<file path="config.mk">
export PLATFORM = sky130hd
export DESIGN_NAME = avr_rf
export DESIGN_NICKNAME = d
export VERILOG_FILES = /design/src/avr_exec_pkg.sv /design/src/avr_rf.sv
export SDC_FILE = /design/constraint.sdc
export NUM_CORES = 1
export LEC_CHECK = 0
export ABC_CLOCK_PERIOD_IN_PS = 6000
export BUFFER_PORTS_ARGS = -buffer_cell sky130_fd_sc_hd__buf_2
export CELL_PAD_IN_SITES_DETAIL_PLACEMENT = 0
export CELL_PAD_IN_SITES_GLOBAL_PLACEMENT = 1
export CORE_MARGIN = 10
export CORE_UTILIZATION = 45
export DETAILED_ROUTE_END_ITERATION = 10
export PLACE_DENSITY = 0.72
export SLEW_MARGIN = 10
export SYNTH_ARGS = -nofsm -noshare
export SYNTH_HDL_FRONTEND = slang
export SYNTH_SLANG_ARGS = --single-unit
</file>
<file path="constraint.sdc">
create_clock -name clk -period 6 [get_ports clk]
set_clock_uncertainty 0.05 [all_clocks]
set_input_delay 0.6 -clock clk [delete_from_list [all_inputs] [get_ports clk]]
set_output_delay 0.6 -clock clk [all_outputs]
set_load 0.005 [all_outputs]
</file>
<file path="src/avr_exec_pkg.sv">
// Package for the AVR execute block: operation codes, flag positions,
// memory request types and parameter defaults. No dependencies.
`default_nettype none

package avr_exec_pkg;

  localparam int STACK_BYTES_DEF = 2048;
  localparam int PC_BITS_DEF     = 16;
  localparam int STK_ADDR_MAX    = 16;

  // Decoded operation codes
  typedef enum logic [3:0] {
    OP_ADD   = 4'd0,
    OP_ADC   = 4'd1,
    OP_ADIW  = 4'd2,
    OP_BREAK = 4'd3,
    OP_BREQ  = 4'd4,
    OP_BRNE  = 4'd5,
    OP_CALL  = 4'd6,
    OP_CPI   = 4'd7,
    OP_LDI   = 4'd8,
    OP_MOV   = 4'd9,
    OP_NOP   = 4'd10,
    OP_POP   = 4'd11,
    OP_PUSH  = 4'd12,
    OP_RET   = 4'd13,
    OP_RJMP  = 4'd14
  } op_t;

  // Status register bit positions
  localparam int FLAG_C = 0;
  localparam int FLAG_Z = 1;
  localparam int FLAG_N = 2;
  localparam int FLAG_V = 3;
  localparam int FLAG_S = 4;
  localparam int FLAG_H = 5;

  localparam logic [7:0] ARITH_FLAGS = 8'h3F;
  localparam logic [7:0] ADIW_FLAGS  = 8'h1F;

  // Register file write port
  typedef struct packed {
    logic       en;
    logic [4:0] addr;
    logic [7:0] data;
  } rf_wr_t;

  // Stack memory request: one write and one read port
  typedef struct packed {
    logic                    wen;
    logic [STK_ADDR_MAX-1:0] waddr;
    logic [7:0]              wdata;
    logic                    ren;
    logic [STK_ADDR_MAX-1:0] raddr;
  } stk_req_t;

endpackage

`default_nettype wire

</file>
<file path="src/avr_rf.sv">
// 32 x 8 register file, two registered read ports, one write port.
// Valid bits give the all-zero reset. Uses avr_exec_pkg.
`default_nettype none

module avr_rf
  import avr_exec_pkg::*;
(
  input  wire logic       clk,
  input  wire logic       rst,
  input  wire rf_wr_t     wr,
  input  wire logic       rd_en,
  input  wire logic [4:0] addr_a,
  input  wire logic [4:0] addr_b,
  output logic      [7:0] data_a,
  output logic      [7:0] data_b
);

  logic [7:0]  mem [32];
  logic [31:0] vld;

  // Valid bits: cleared by reset, set on write
  always_ff @(posedge clk) begin
    if (rst) begin
      vld <= '0;
    end else if (wr.en) begin
      vld[wr.addr] <= 1'b1;
    end
  end

  always_ff @(posedge clk) begin
    if (wr.en) begin
      mem[wr.addr] <= wr.data;
    end
  end

  // Registered reads, with the same-cycle write forwarded
  always_ff @(posedge clk) begin
    if (rd_en) begin
      if (wr.en && wr.addr == addr_a) data_a <= wr.data;
      else if (vld[addr_a])           data_a <= mem[addr_a];
      else                            data_a <= '0;
      if (wr.en && wr.addr == addr_b) data_b <= wr.data;
      else if (vld[addr_b])           data_b <= mem[addr_b];
      else                            data_b <= '0;
    end
  end

endmodule

`default_nettype wire

</file>
* After elaboration in Yosys (flattened, before gate mapping) *
Memory sizes are Yosys's and may differ from the RTL's.
Index checks and enable logic that the tools add are counted.

cells by class
  order comparisons = 4
  equal/unequal tests = 2
  multiplexer cells = 12
  bitwise gates (word level) = 1
  reduce and logical (&&, ||, !) cells = 3

operators with widths
  kind                  count
  $mux W8               4
  $or A32 B32 Y32       1
  $lt A5 B6 Y1 const B  3
  $bmux W1 S5           2
  $eq A5 B5 Y1          2
  $demux W1 S5          1
  $ge A5 B1 Y1 const B  1
  $mux W1               5
  $logic_and A1 B1 Y1   3

word-level totals
  flip-flop bits (word level) = 48
  RAM bits = 256
  output and inout port bits = 16
  word-level logic and storage cells = 26
  memories = 1

memories
  memory  depth  bits a word  rd ports  clocked after Yosys merged registers in  wr ports  RTL line      RTL
  mem     32     8            2         0                                        1         avr_rf.sv:18  logic [7:0] mem [32];

* Depth between registers and ports, before layout *
  depth after elaboration = 5
  depth in mapped cells = 10
  gate-level depth less buffers = 5

* Worst setup path before layout *
No wires, ideal clock.

  kind = input to register
  start = input addr_b[1]
  end = register data_b[0], data pin
  arrival time = 2127 ps
  data required time = 5693 ps
  path slack = 3566 ps
  cell stages on the path = 7
  cells stage by stage = buf_2 -> buf_2 -> buf_2 -> mux4_2 -> a221oi_1 -> nand3_1 -> a32o_1

between the ends
  word-level cells in the longest chain between the ends = 4
  elaborated cells on any way between the ends = 7
  classes of those cells = eq/ne (1); mux (4); reduce/logical (1); memory (1)

RTL lines
  what                           RTL line      RTL
  start, declared                avr_rf.sv:13  input wire logic [4:0] addr_b,
  $bmux W1 S5                    avr_rf.sv:43  else if (vld[addr_b]) data_b <= mem[addr_b];
  $mux W1 (not written as such)  avr_rf.sv:43
  $mux W8                        avr_rf.sv:43
  $mux W8 *                      avr_rf.sv:42  if (wr.en && wr.addr == addr_b) data_b <= wr.data;
  end signal, assigned           avr_rf.sv:42
  end signal, assigned           avr_rf.sv:43
  end, declared                  avr_rf.sv:15  output logic [7:0] data_b

Mark *: on every way between the ends. The rest lies on a longest branch, timed or not. The select of a mux whose other input is x is not followed.
A chain may end at the register's enable or synchronous reset.

* Worst setup path in the final report *
  start = input addr_b[0]
  end = register data_b[3], data pin

Same word-level chain as after synthesis.

==> summary.md <==
| Metric | Value |
|---|---|
| Status | `finished clean` |
| Die height | `208 um` |
| Die Span X | `208 um` |
| Hold_ws | `445 ps` |
| IO buf count | `42` |
| Final Hold Viols | `0` |
| Nets | `1,096` |
| Worst R2R End | `data_b[4]` |
| EDFF count, synth | `272` |
| Post-synthesis to final-layout area growth | `10.5%` |
| Worst vdd ir | `0.000205 V` |
| Worst R2R Path Depth | `5` |
| Row cnt | `68` |
| Worst setup path start | `addr_b[0]` |
| Post-Synthesis Cell Area | `0.0159 mm^2` |
| Reg-to-Reg Start | `vld[30]` |
| Ports | `43` |
| Avg Cell Area, Syn | `15.3 um^2` |
| Total gr overflow | `0` |
| Register area share after synthesis | `55.4%` |
| Flop and latch count out of synthesis | `304` |
| Vias per inst | `6.59` |
| Slew @ Worst Pin | `1230 ps` |
| CTS tree | `built` |
| RSZ-0062 raised after global routing | `no` |
| Setup-failing EPs final | `0` |
| Num CTS Buffers | `36` |
| Max_cap viols | `0` |
| Drt drc | `0` |
| Pleak | `0.00596 uW` |
| Syn_nets | `1,066` |
| Startpoint types | `input pin` |
| Synth Warn # | `0` |
| Synth cell types | `42` |
| Post-CTS Setup Repair Bufs | `0` |
| HPWL Detailed | `29.2 mm` |
| Layout cell share with drive strength beyond 1 | `25.0%` |
| Wire length per cell | `29.7 um` |
| Share of the synthesized area in the top cell type | `51.4%` |
| Clk pin slew, worst setup/hold paths | `60 ps` |
| DRT Wirelength | `46.1 mm` |
| Final Max Slew Viols | `0` |
| Synth Flop Type | `edfxtp_1` |
| Pre-Repair DR Iteration Count | `5` |
| Pint | `3720 uW` |
| First-pass GRT wire length | `68.1 mm` |
| Power Total | `4870 uW` |
| DR vias | `10,200` |
| Commonest cells after routing, fill and taps aside | `272 x edfxtp_1, 132 x mux4_2, 114 x mux2i_1` |
| Post-synth ARST share | `0%` |
| Antenna Nets Post-Route | `0` |
| Power density over cell area | `278 mW/mm^2` |
| Starting Density | `45.8%` |
| Hold Buf Count CTS | `0` |
| Switching Fraction | `23.7%` |
| Part of the power in registers | `48.5%` |
| RePlAce Congestion | `0.858` |
| Initial antenna violation count | `6` |
| Synth top area cells | `edfxtp_1 51%, mux4_2 19%, mux2i_1 7.2%` |
| WP data arrival | `3290 ps` |
| Clk_lat worst skew | `520 ps` |
| 1st-iter DRT viols | `1,152` |
| Largest net degree at the start of global routing | `85` |
| Dominant cell type by area after synthesis | `edfxtp_1` |
| CP required | `6210 ps` |
| Number of global-route vias before repair | `10,200` |
| Comb pwr share | `9.3%` |
| Root buffer cell | `clkbuf_16` |
| CP endpoint kind | `register` |
| Fillcell total | `2,939` |
| Placeable Area | `0.0347 mm^2` |
| Rel. slew slack | `17.6%` |
| Cts repair resizes | `0` |
| Hold Path Class | `reg2reg` |
| Minimum clock period | `3070 ps` |
| Clock Sink Count | `304` |
| Fin crit share | `51.2%` |
| Gr usage total | `20.9%` |
| Switch Pwr | `1150 uW` |
| Post-Syn Instances | `1,039` |
| Critical Setup Path Class | `in2reg` |
| Fmax achieved | `326 MHz` |
| Clk buf depth | `3` |
| Setup crit end | `data_b[3]` |
| Fin Setup TNS | `0 ps` |
| R2r setup slk | `3880 ps` |
| Clk pwr share | `42.2%` |
| Max FO, Critical Path | `69` |
| Die ar. | `0.0432 mm^2` |
| Commonest non-fill, non-tap cell in the layout | `edfxtp_1` |
| CTS H-tree depth | `2` |
-- through the flow --
| step | instance area, um^2 | instances | util, % | setup WS (ps) |
|---|---|---|---|---|
| 5_1_grt | 17500 | 1550 | 50.6 | 2760 |
| 4_1_cts | 17500 | 1550 | 50.5 | 2920 |
| 3_5_place_dp | 16400 | 1486 | 47.4 | 2380 |
| 3_3_place_gp | 16400 | 1486 | 47.4 | 2360 |
| 6_report | 17600 | 1552 | 50.6 | 2930 |
| 2_1_floorplan | 15900 | 1039 | - | 3570 |
-- area by class of cell --
class	instances	area [um^2]	share of cell area [%]
Clock buffer	43	968	5.52
Timing Repair Buffer	78	500	2.85
Multi-Input combinational cell	645	6550	37.3
Sequential cell	304	8810	50.2
Inverter	4	15.0	0.0855
Clock inverter	21	140	0.798
Tap cell	455	569	3.24
Antenna cell	2	5.00	0.0285
-- power by group through the flow --
stage / logic (uW) / registers (uW) / clock network, uW
global placement: 452 / 2400 / 0
floorplan: 311 / 2400 / 0
CTS: 455 / 2360 / 2080
global route: 485 / 2360 / 2180
finish: 455 / 2360 / 2060
detailed placement: 454 / 2410 / 0
-- synth_stat cells (10+ instances only) --
library cell and count:
mux4_1 10, buf_2 17, edfxtp_1 272, buf_4 15, and3_1 10, nand2_1 91
a221oi_1 44, dfxtp_1 32, mux2i_1 114, nand4_1 27, mux4_2 132, nand3_1 14
a22oi_1 17, nor2_1 105, clkbuf_1 32
-- worst min-delay path by stage --
stage / from / end / slack, ps / cells after the start
after floorplan: vld[2] / vld[2] / 400 / 2
after CTS: vld[2] / vld[2] / 450 / 2
after detailed placement: vld[2] / vld[2] / 430 / 2
final: vld[20] / vld[20] / 450 / 2
after global placement: vld[30] / vld[30] / 420 / 2
after global routing: vld[1] / vld[1] / 470 / 2
-- sequential cells by signal, summed over array words and instances, names as in the netlist --
register	flops
mem	256
vld	32
data_a	8
data_b	8
-- metal layers --
metal	vias up	share of wire (%)	global-route usage, %
met2	579	45	30.9
li1	4307	-	-
met3	104	11	6.60
met1	5223	41	28.7
met4	8	2.8	6.48
met5	-	0.12	0
-- critical path, stage by stage --
cell      delay (ps)
buf_6            660
buf_4            570
mux4_1           630
a221oi_1         350
nand3_1          130
a32o_1           260
-- cells by family after synthesis --
| logic type | after synthesis | synth area share, % |
|---|---|---|
| DFF | 304 | 55.4 |
| and+or+nand+nor | 283 | 8.18 |
| muxes | 256 | 27.5 |
| AOI/OAI and AO/OA | 96 | 4.87 |
| buffers and inverters | 90 | 3.44 |
| xor gates and xnor gates | 10 | 0.551 |
(Power assumes the default switching activity.)
